### config.mk
export PLATFORM = sky130hd
export DESIGN_NAME = pft_ctrl
export DESIGN_NICKNAME = d
export VERILOG_FILES = /design/src/sv/pft_pkg.sv /design/src/sv/pft_ctrl.sv
export SDC_FILE = /design/constraint.sdc
export NUM_CORES = 1
export LEC_CHECK = 0
export ABC_AREA = 0
export ABC_CLOCK_PERIOD_IN_PS = 4230
export BUFFER_PORTS_ARGS = -buffer_cell sky130_fd_sc_hd__buf_4
export CAP_MARGIN = 40
export CELL_PAD_IN_SITES_DETAIL_PLACEMENT = 1
export CELL_PAD_IN_SITES_GLOBAL_PLACEMENT = 1
export CORE_MARGIN = 8
export CORE_UTILIZATION = 35
export DETAILED_ROUTE_END_ITERATION = 10
export PLACE_DENSITY_LB_ADDON = 0.3
export RECOVER_POWER = 25
export SLEW_MARGIN = 30
export SYNTH_ARGS = -nofsm -noshare
export SYNTH_HDL_FRONTEND = slang
export SYNTH_SLANG_ARGS = --single-unit
### constraint.sdc
create_clock -name clk -period 4.23 [get_ports clk]
set_clock_uncertainty 0.15 [all_clocks]
set_input_delay 0.6345 -clock clk [delete_from_list [all_inputs] [get_ports clk]]
set_output_delay 0.6345 -clock clk [all_outputs]
set_load 0.02 [all_outputs]
### src/sv/pft_pkg.sv
// Package for the process ID filter table: sizes, operation codes and beat types.
package pft_pkg;

  // Table geometry.
  localparam int TABLE_DEPTH = 256;
  localparam int ADDR_W      = $clog2(TABLE_DEPTH);
  localparam int CNT_W       = $clog2(TABLE_DEPTH);

  // Operation codes carried in the func field.
  localparam logic [2:0] FUNC_ADD    = 3'd0;
  localparam logic [2:0] FUNC_REMOVE = 3'd1;
  localparam logic [2:0] FUNC_QUERY  = 3'd2;
  localparam logic [2:0] FUNC_EXIT   = 3'd3;
  localparam logic [2:0] FUNC_READ   = 3'd4;

  // Input beat.
  typedef struct packed {
    logic [2:0]  func;
    logic [31:0] pid;
    logic [7:0]  index;
  } in_beat_t;

  // Result beat.
  typedef struct packed {
    logic        ok;
    logic        is_protected;
    logic [31:0] entry;
    logic [7:0]  live_count;
  } out_beat_t;

  // Access request from the sequencer to the table memory.
  typedef struct packed {
    logic              rd_en;
    logic [ADDR_W-1:0] rd_addr;
    logic              wr_en;
    logic [ADDR_W-1:0] wr_addr;
    logic [31:0]       wr_data;
    logic              wr_vld;
    logic              clr_en;
    logic [ADDR_W-1:0] clr_addr;
    logic              flush_en;
    logic [CNT_W-1:0]  flush_cnt;
  } tbl_req_t;

  // Registered read response from the table memory.
  typedef struct packed {
    logic [31:0] rd_data;
    logic        rd_valid;
  } tbl_rsp_t;

endpackage

### src/sv/pft_ctrl.sv
// Operation sequencer: decodes a beat, walks the table memory and holds the result.
module pft_ctrl (
  input  logic               clk,
  input  logic               rst_n,
  input  logic               in_valid,
  output logic               in_stall,
  input  pft_pkg::in_beat_t  in_data,
  output logic               out_valid,
  input  logic               out_stall,
  output pft_pkg::out_beat_t out_data,
  output pft_pkg::tbl_req_t  req,
  input  pft_pkg::tbl_rsp_t  rsp
);

  typedef enum logic [8:0] {
    S_IDLE   = 9'b000000001,
    S_PROT0  = 9'b000000010,
    S_PROT1  = 9'b000000100,
    S_PROTC  = 9'b000001000,
    S_SCAN   = 9'b000010000,
    S_LASTRD = 9'b000100000,
    S_MOVE   = 9'b001000000,
    S_RDWAIT = 9'b010000000,
    S_FIN    = 9'b100000000
  } state_t;

  state_t                       state_r,     state_nxt;
  logic [2:0]                   op_r,        op_nxt;
  logic [31:0]                  pid_r,       pid_nxt;
  logic [pft_pkg::CNT_W-1:0]    cnt_r,       cnt_nxt;
  logic [pft_pkg::CNT_W-1:0]    scan_addr_r, scan_addr_nxt;
  logic                         cmp_pend_r,  cmp_pend_nxt;
  logic [pft_pkg::ADDR_W-1:0]   cmp_addr_r,  cmp_addr_nxt;
  logic [pft_pkg::ADDR_W-1:0]   hit_addr_r,  hit_addr_nxt;
  logic                         prot_r,      prot_nxt;
  logic                         res_ok_r,    res_ok_nxt;
  logic                         res_prot_r,  res_prot_nxt;
  logic [31:0]                  res_entry_r, res_entry_nxt;
  logic                         out_valid_r, out_valid_nxt;
  pft_pkg::out_beat_t           out_data_r,  out_data_nxt;

  logic [31:0]                  rdata;
  logic                         hit;
  logic                         prot_all;
  logic [pft_pkg::ADDR_W-1:0]   last_addr;

  // Entries that are not valid read as zero.
  assign rdata     = rsp.rd_valid ? rsp.rd_data : 32'd0;
  assign hit       = cmp_pend_r && (rdata == pid_r);
  assign prot_all  = prot_r || (rdata == pid_r);
  assign last_addr = pft_pkg::ADDR_W'(cnt_r - pft_pkg::CNT_W'(1));
  assign in_stall  = (state_r != S_IDLE);

  // Sequencer next-state logic.
  always_comb begin
    state_nxt     = state_r;
    op_nxt        = op_r;
    pid_nxt       = pid_r;
    cnt_nxt       = cnt_r;
    scan_addr_nxt = scan_addr_r;
    cmp_pend_nxt  = cmp_pend_r;
    cmp_addr_nxt  = cmp_addr_r;
    hit_addr_nxt  = hit_addr_r;
    prot_nxt      = prot_r;
    res_ok_nxt    = res_ok_r;
    res_prot_nxt  = res_prot_r;
    res_entry_nxt = res_entry_r;
    out_valid_nxt = out_valid_r;
    out_data_nxt  = out_data_r;
    req           = '0;

    // The waiting result leaves when the receiver takes it.
    if (out_valid_r && !out_stall) begin
      out_valid_nxt = 1'b0;
    end

    unique case (state_r)
      S_IDLE: begin
        if (in_valid) begin
          op_nxt        = in_data.func;
          pid_nxt       = in_data.pid;
          res_ok_nxt    = 1'b0;
          res_prot_nxt  = 1'b0;
          res_entry_nxt = 32'd0;
          scan_addr_nxt = '0;
          cmp_pend_nxt  = 1'b0;
          state_nxt     = S_FIN;
          case (in_data.func)
            pft_pkg::FUNC_ADD: begin
              if (cnt_r < pft_pkg::CNT_W'(pft_pkg::TABLE_DEPTH - 1)) begin
                res_ok_nxt = 1'b1;
                if (in_data.pid == 32'd0) begin
                  cnt_nxt = '0;
                end else begin
                  req.wr_en   = 1'b1;
                  req.wr_addr = pft_pkg::ADDR_W'(cnt_r);
                  req.wr_data = in_data.pid;
                  req.wr_vld  = 1'b1;
                  cnt_nxt     = cnt_r + pft_pkg::CNT_W'(1);
                end
              end
            end
            pft_pkg::FUNC_REMOVE: begin
              if (cnt_r != '0) begin
                state_nxt = S_SCAN;
              end
            end
            pft_pkg::FUNC_QUERY, pft_pkg::FUNC_EXIT: begin
              state_nxt = S_PROT0;
            end
            pft_pkg::FUNC_READ: begin
              if (in_data.index < cnt_r) begin
                req.rd_en   = 1'b1;
                req.rd_addr = pft_pkg::ADDR_W'(in_data.index);
                state_nxt   = S_RDWAIT;
              end
            end
            default: begin
              state_nxt = S_FIN;
            end
          endcase
        end
      end

      // Protection check reads slots 0 and 1.
      S_PROT0: begin
        req.rd_en   = 1'b1;
        req.rd_addr = pft_pkg::ADDR_W'(0);
        state_nxt   = S_PROT1;
      end
      S_PROT1: begin
        req.rd_en   = 1'b1;
        req.rd_addr = pft_pkg::ADDR_W'(1);
        prot_nxt    = (rdata == pid_r);
        state_nxt   = S_PROTC;
      end
      S_PROTC: begin
        res_prot_nxt = prot_all;
        if (op_r == pft_pkg::FUNC_QUERY) begin
          res_ok_nxt = prot_all;
          state_nxt  = S_FIN;
        end else if (prot_all && (cnt_r != '0)) begin
          state_nxt = S_SCAN;
        end else begin
          state_nxt = S_FIN;
        end
      end

      // Scan issues one read per cycle and compares the previous slot's data.
      S_SCAN: begin
        if (hit) begin
          if (cmp_addr_r == '0) begin
            req.flush_en  = 1'b1;
            req.flush_cnt = cnt_r;
            cnt_nxt       = '0;
            res_ok_nxt    = 1'b1;
            state_nxt     = S_FIN;
          end else begin
            hit_addr_nxt = cmp_addr_r;
            state_nxt    = S_LASTRD;
          end
        end else if (cmp_pend_r && (cmp_addr_r == last_addr)) begin
          state_nxt = S_FIN;
        end else if (scan_addr_r < cnt_r) begin
          req.rd_en     = 1'b1;
          req.rd_addr   = pft_pkg::ADDR_W'(scan_addr_r);
          cmp_pend_nxt  = 1'b1;
          cmp_addr_nxt  = pft_pkg::ADDR_W'(scan_addr_r);
          scan_addr_nxt = scan_addr_r + pft_pkg::CNT_W'(1);
        end else begin
          cmp_pend_nxt = 1'b0;
        end
      end

      // Fetch the last live entry, then move it into the freed slot.
      S_LASTRD: begin
        req.rd_en   = 1'b1;
        req.rd_addr = last_addr;
        state_nxt   = S_MOVE;
      end
      S_MOVE: begin
        req.wr_en    = 1'b1;
        req.wr_addr  = hit_addr_r;
        req.wr_data  = rsp.rd_data;
        req.wr_vld   = rsp.rd_valid;
        req.clr_en   = 1'b1;
        req.clr_addr = last_addr;
        cnt_nxt      = cnt_r - pft_pkg::CNT_W'(1);
        res_ok_nxt   = 1'b1;
        state_nxt    = S_FIN;
      end

      S_RDWAIT: begin
        res_entry_nxt = rdata;
        res_ok_nxt    = 1'b1;
        state_nxt     = S_FIN;
      end

      // Load the output register once it is free.
      S_FIN: begin
        if (!out_valid_r || !out_stall) begin
          out_valid_nxt           = 1'b1;
          out_data_nxt.ok           = res_ok_r;
          out_data_nxt.is_protected = res_prot_r;
          out_data_nxt.entry        = res_entry_r;
          out_data_nxt.live_count   = 8'(cnt_r);
          state_nxt               = S_IDLE;
        end
      end

      default: begin
        state_nxt = S_IDLE;
      end
    endcase
  end

  // Control state.
  always_ff @(posedge clk) begin
    if (!rst_n) begin
      state_r     <= S_IDLE;
      cnt_r       <= '0;
      out_valid_r <= 1'b0;
      cmp_pend_r  <= 1'b0;
    end else begin
      state_r     <= state_nxt;
      cnt_r       <= cnt_nxt;
      out_valid_r <= out_valid_nxt;
      cmp_pend_r  <= cmp_pend_nxt;
    end
  end

  // Payload and working registers.
  always_ff @(posedge clk) begin
    op_r        <= op_nxt;
    pid_r       <= pid_nxt;
    scan_addr_r <= scan_addr_nxt;
    cmp_addr_r  <= cmp_addr_nxt;
    hit_addr_r  <= hit_addr_nxt;
    prot_r      <= prot_nxt;
    res_ok_r    <= res_ok_nxt;
    res_prot_r  <= res_prot_nxt;
    res_entry_r <= res_entry_nxt;
    out_data_r  <= out_data_nxt;
  end

  assign out_valid = out_valid_r;
  assign out_data  = out_data_r;

endmodule

-- After elaboration in Yosys (flattened, before gate mapping)
Cells that the tools add are included.
Widths: inputs -> output; s select.
- flip-flop bits (word level): 155
- bits in latches: 0
- memory bits (writable): 0
- memory bits (read-only): 0
- input bits: 80
- output and inout bits: 113
- word-level logic and storage cells: 141
- memories kept: 0
- add/sub/neg operators: 3
- multipliers: 0
- divide/modulo/power cells: 0
- order comparisons: 3
- equality and inequality tests: 28
- shift-type cells: 0
- multiplexer cells: 57
- bitwise gates (word level): 3
- reductions and logical operators: 30
- operator list (operator ; number):
    $mux 9 ; 18
    $mux 42 ; 3
    $pmux 42 s2 ; 1
    $mux 8 ; 10
    $pmux 9 s8 ; 1
    $mux 32 ; 2
    $pmux 32 s2 ; 1
    $mux 51 ; 1
    $pmux 9 s5 ; 1
    $eq 32x32->1 ; 1
    $logic_not 32->1 ; 1
    $pmux 9 s3 ; 1
    $pmux 8 s3 ; 1
    $ne 2x2->1 const B ; 9
    $add 8x1->8 const B ; 2
    $lt 8x8->1 ; 2
    $pmux 8 s2 ; 1
    $mux 1 ; 13
    $reduce_and 5->1 ; 2
    $eq 3x2->1 const B ; 3
    $eq 9x1->1 const B ; 1
    $eq 9x2->1 const B ; 1
    $eq 9x3->1 const B ; 1
    $eq 9x4->1 const B ; 1
    other kinds (30) ; 46

-- Longest topological paths before layout
- depth after elaboration: 7
- mapped depth: 13
- gate-level depth less buffers: 10

-- Worst setup path before layout
Ideal clock, no wire load.
- path kind: reg-to-reg
- start: reg state_r[1]
- end: reg out_data_r (netlist bit out_data[0]) (enable)
- library setup time: 0.455 ns
- arrival: 3.286 ns
- required time: 3.625 ns
- path slack: 0.339 ns
- cell stages (with the launch flop): 5
- buffers on the path: 0
- period minus slack after synthesis: 3.891 ns
- cells stage by stage: dfxtp_1 or3_1 nor4b_1 nand3b_1 a21oi_1
- word-level cells in the longest chain between the ends: 2
- ends and longest elaborated chain (element ; line ; RTL):
    from (decl) ; pft_ctrl.sv:27 ; state_t state_r, state_nxt;
    from (signal assigned) ; pft_ctrl.sv:225 ; state_r <= state_nxt;
    $eq 9x9->1 ; pft_ctrl.sv:77 ; unique case (state_r)
    $reduce_and 2->1 (no source line) ; n/a ;
    to (signal assigned) ; pft_ctrl.sv:243 ; out_data_r <= out_data_nxt;
    to (decl) ; pft_ctrl.sv:40 ; pft_pkg::out_beat_t out_data_r, out_data_nxt;
No other way between the ends.
A chain may end at the register's enable or synchronous reset.

==> results.cfg <==
[floorplan]
rows = 54
coreArea_mm2 = 0.0219
die_y_um = 165
die_w_um = 165
initial_utilization_pct = 35.7
design.die.area_mm2 = 0.0273
ios = 193

[flow_run]
drv_cap = 0

[critical_path]
cpLargestDelayFamily = simple AND/OR/NAND/NOR gates
rr_worst_depth = 10
startpoint_type = flip-flop
worstReg2RegEnd = scan_addr_r[1]
cp_num_buf_inv = 2
path_max_fanout = 12
rrSetupSlack_ns = 0.74
crit_chain = or4_4 > nor4_4 > xnor2_1 > xor2_1 > a31oi_2 > nand2_2 > a211oi_4 > buf_4 > or3_2 > buf_4
crit_top_cell = buf_4
crit_slowest_cell = or4_4
criticalPathCategory = flip-flop to primary output
r2r-start = cnt_r[3]
crit_required_ns = 3.45
end_kind = primary output
critPathArrivalTime_ns = 3.32
slowest_delay_ns = 0.58

[route]
num_vias = 6417
drt-initial-drc-count = 333
routed_wl_mm = 25.9
first_pass_iters = 5
wl_per_cell_um = 22.6
via_per_inst = 5.58
drc = 0
final_antenna_net_count = 0

[hold_path]
hold_start = res_entry_r[8]
min_path_type = flip-flop to flip-flop
min_to = out_data[16]
holdPathStages = 0

[global_routing]
grt_pass1_vias = 6617
grt_max_degree = 62
track_usage_pct = 18.5
antenna_found_initial = 0
grt_pass1_wl_mm = 38.5
grt_overflow = 0

[clock_network]
clk_pin_slew_ns = 0.07
cts_tree = done
clock_latency_ns = 0.42
cts-root-buf = clkbuf_16
clockBufferDepth = 2
cts_num_sinks = 155
cts_made_buffers = 17
htreeDepth = 4

[pwr]
p_sw_share_pct = 27.2
combPwrFrac_pct = 11.9
p_clk_share_pct = 39.6
p_leak_nw = 3.98
vdd_ir_drop_max_mv = 0.258
pwr-share-seq_pct = 48.5
internal_power_mw = 2.81
power.switching_mw = 1.05
power_density_mw_per_mm2 = 382

[synthesis]
synth_area_mm2 = 0.00781
ys_top_cells_by_area = edfxtp_1 (52%), dfxtp_1 (4.9%), a22o_1 (4.5%), and3_1 (3.1%), ha_1 (2.9%)
ys_ff_latch = 155
ys_warn_count = 0
synth_cell_type_count = 70
synth_edf_count = 136
syn_avg_cell_area_um2 = 12.0
syn-num-nets = 750
synthFlopType = edfxtp_1
yosysMostFrequentCell = edfxtp_1
yosysTopAreaCellShare_pct = 52.3
synth-async-reset-ratio_pct = 0
synth.top_cells.by_count = edfxtp_1 (136), nor2_1 (52), a22o_1 (40)
postSynthCellCount = 652
synth-seq-area-share_pct = 57.2
synth_top_cell_by_area = edfxtp_1

[timing]
final.setup.tns_ns = 0
min_period_ns = 4.10
period_share_pct = 96.9
slew_headroom_pct = 48.4
rsz0062_at_grt = false
setup_viol = 0
slew_violations = 0
worstMarginPinSlew_ns = 0.774
fmax_mhz = 244
hold_viol_final = 0

[layout]
final_cell_area_mm2 = 0.0101
layout.nets = 954
syn_to_final_growth_pct = 29.3
diodes = 0
drive_above_1_share_pct = 27.2

[placement]
place_congestion = 0.853
placed_cell_area_mm2 = 0.00963
port_buffers = 192
hpwl_mm = 19.5

[run_status]
outcome = finished clean
==> state kept, by name (all words and copies together), names as in the netlist <==
name	flops
prot_r	1
out_valid	1
hit_addr_r	8
cnt_r	8
out_data	42
cmp_addr_r	8
cmp_pend_r	1
state_r	9
res_entry_r	32
scan_addr_r	8
pid_r	32
res_prot_r	1
op_r	3
res_ok_r	1
==> layout by cell type (no fill, tap or decap), types with 4 or more instances in the layout <==
| cell | instances |
|---|---|
| or2_2 | 4 |
| nand2_1 | 16 |
| ha_1 | 18 |
| a221o_1 | 7 |
| inv_1 | 17 |
| and2_1 | 11 |
| dfxtp_1 | 18 |
| o21ai_0 | 15 |
| nor2_1 | 52 |
| clkinv_4 | 4 |
| buf_4 | 175 |
| xnor2_1 | 11 |
| inv_6 | 5 |
| nand3b_1 | 7 |
| nor3_1 | 19 |
| xor2_1 | 25 |
| o21a_1 | 15 |
| clkbuf_16 | 17 |
| and3_1 | 39 |
| a22oi_1 | 5 |
| nor4_1 | 16 |
| nand4b_1 | 10 |
| a21oi_1 | 12 |
| a22o_1 | 40 |
| nand3_1 | 25 |
| clkbuf_1 | 43 |
| a21o_1 | 4 |
| o31ai_1 | 6 |
| edfxtp_1 | 136 |
| o22ai_1 | 20 |
==> power groups by stage <==
stage	registers [mW]	logic, mW	clock network (mW)
6_report	1.87	0.459	1.53
2_1_floorplan	1.90	0.235	0
3_5_place_dp	1.90	0.478	0
3_3_place_gp	1.89	0.468	0
4_1_cts	1.87	0.481	1.56
5_1_grt	1.88	0.502	1.61
==> worst reg2reg max path: cells and delay by family, from the launching register on <==
kind | cells | cell delay, ns
buf+inv | 2 | 0.41
xor+xnor | 2 | 0.45
flops | 1 | 0.43
simple gates | 4 | 1.22
compound gates | 2 | 0.48
==> cell families after synthesis <==
group	after synthesis	synth area share, %
and+or+nand+nor	238	17.8
DFF	155	57.2
AOI/OAI and AO/OA	151	14.6
buffers and inverters	53	3.21
xor gates and xnor gates	37	4.34
adders and majority gates	18	2.89
==> cell type report <==
type,instances,area [um2]
Clock buffer,17,425
Clock inverter,15,154
Fill cell,2396,11800
Inverter,18,67.6
Multi-Input combinational cell,444,3130
Sequential cell,155,4470
Tap cell,280,350
Timing Repair Buffer,220,1500
==> metal layers <==
layer  up-vias  part of all wire, %  GRT usage [%]
li1       2945                    -              -
met1      3256                   42           23.1
met2       198                   50           32.4
met3        18                  6.2           3.84
met4         0                  1.2           4.38
met5         -                    0              0
==> worst max path at each step <==
stage / slack, ns / endpoint / depth (start not counted) / from
floorplan: 0.34 / out_data[0] / 4 / state_r[1]
global placement: 0.19 / req[2] / 12 / rsp[0]
detailed placement: 0.05 / req[2] / 10 / rsp[0]
CTS: 0.03 / req[2] / 10 / rsp[0]
global route: 0.002 / req[68] / 10 / cnt_r[3]
finish: 0.13 / req[68] / 10 / cnt_r[3]
==> what timing repair did <==
action,4_1_cts,5_1_grt
setup buffers,0,3
pin swaps,0,1
gates resized for setup,1,4
hold buffers,0,0
endpoints found under the setup margin,5,18
==> through the flow <==
stage | std cells | hold slack (ns) | power [mW] | setup WS (ns) | util, %
final | 1149 | 0.269 | 3.86 | 0.129 | 46.1
after global routing | 1149 | 0.275 | 4.00 | 0.00157 | 46.1
after CTS | 1145 | 0.243 | 3.91 | 0.0293 | 46.6
after detailed placement | 1113 | 0.256 | 2.38 | 0.0473 | 44.0
after global placement | 1113 | 0.250 | 2.36 | 0.188 | 44.0
after floorplan | 652 | 0.250 | 2.13 | 0.339 | -
Note: power is estimated with default switching activity, not from simulation.
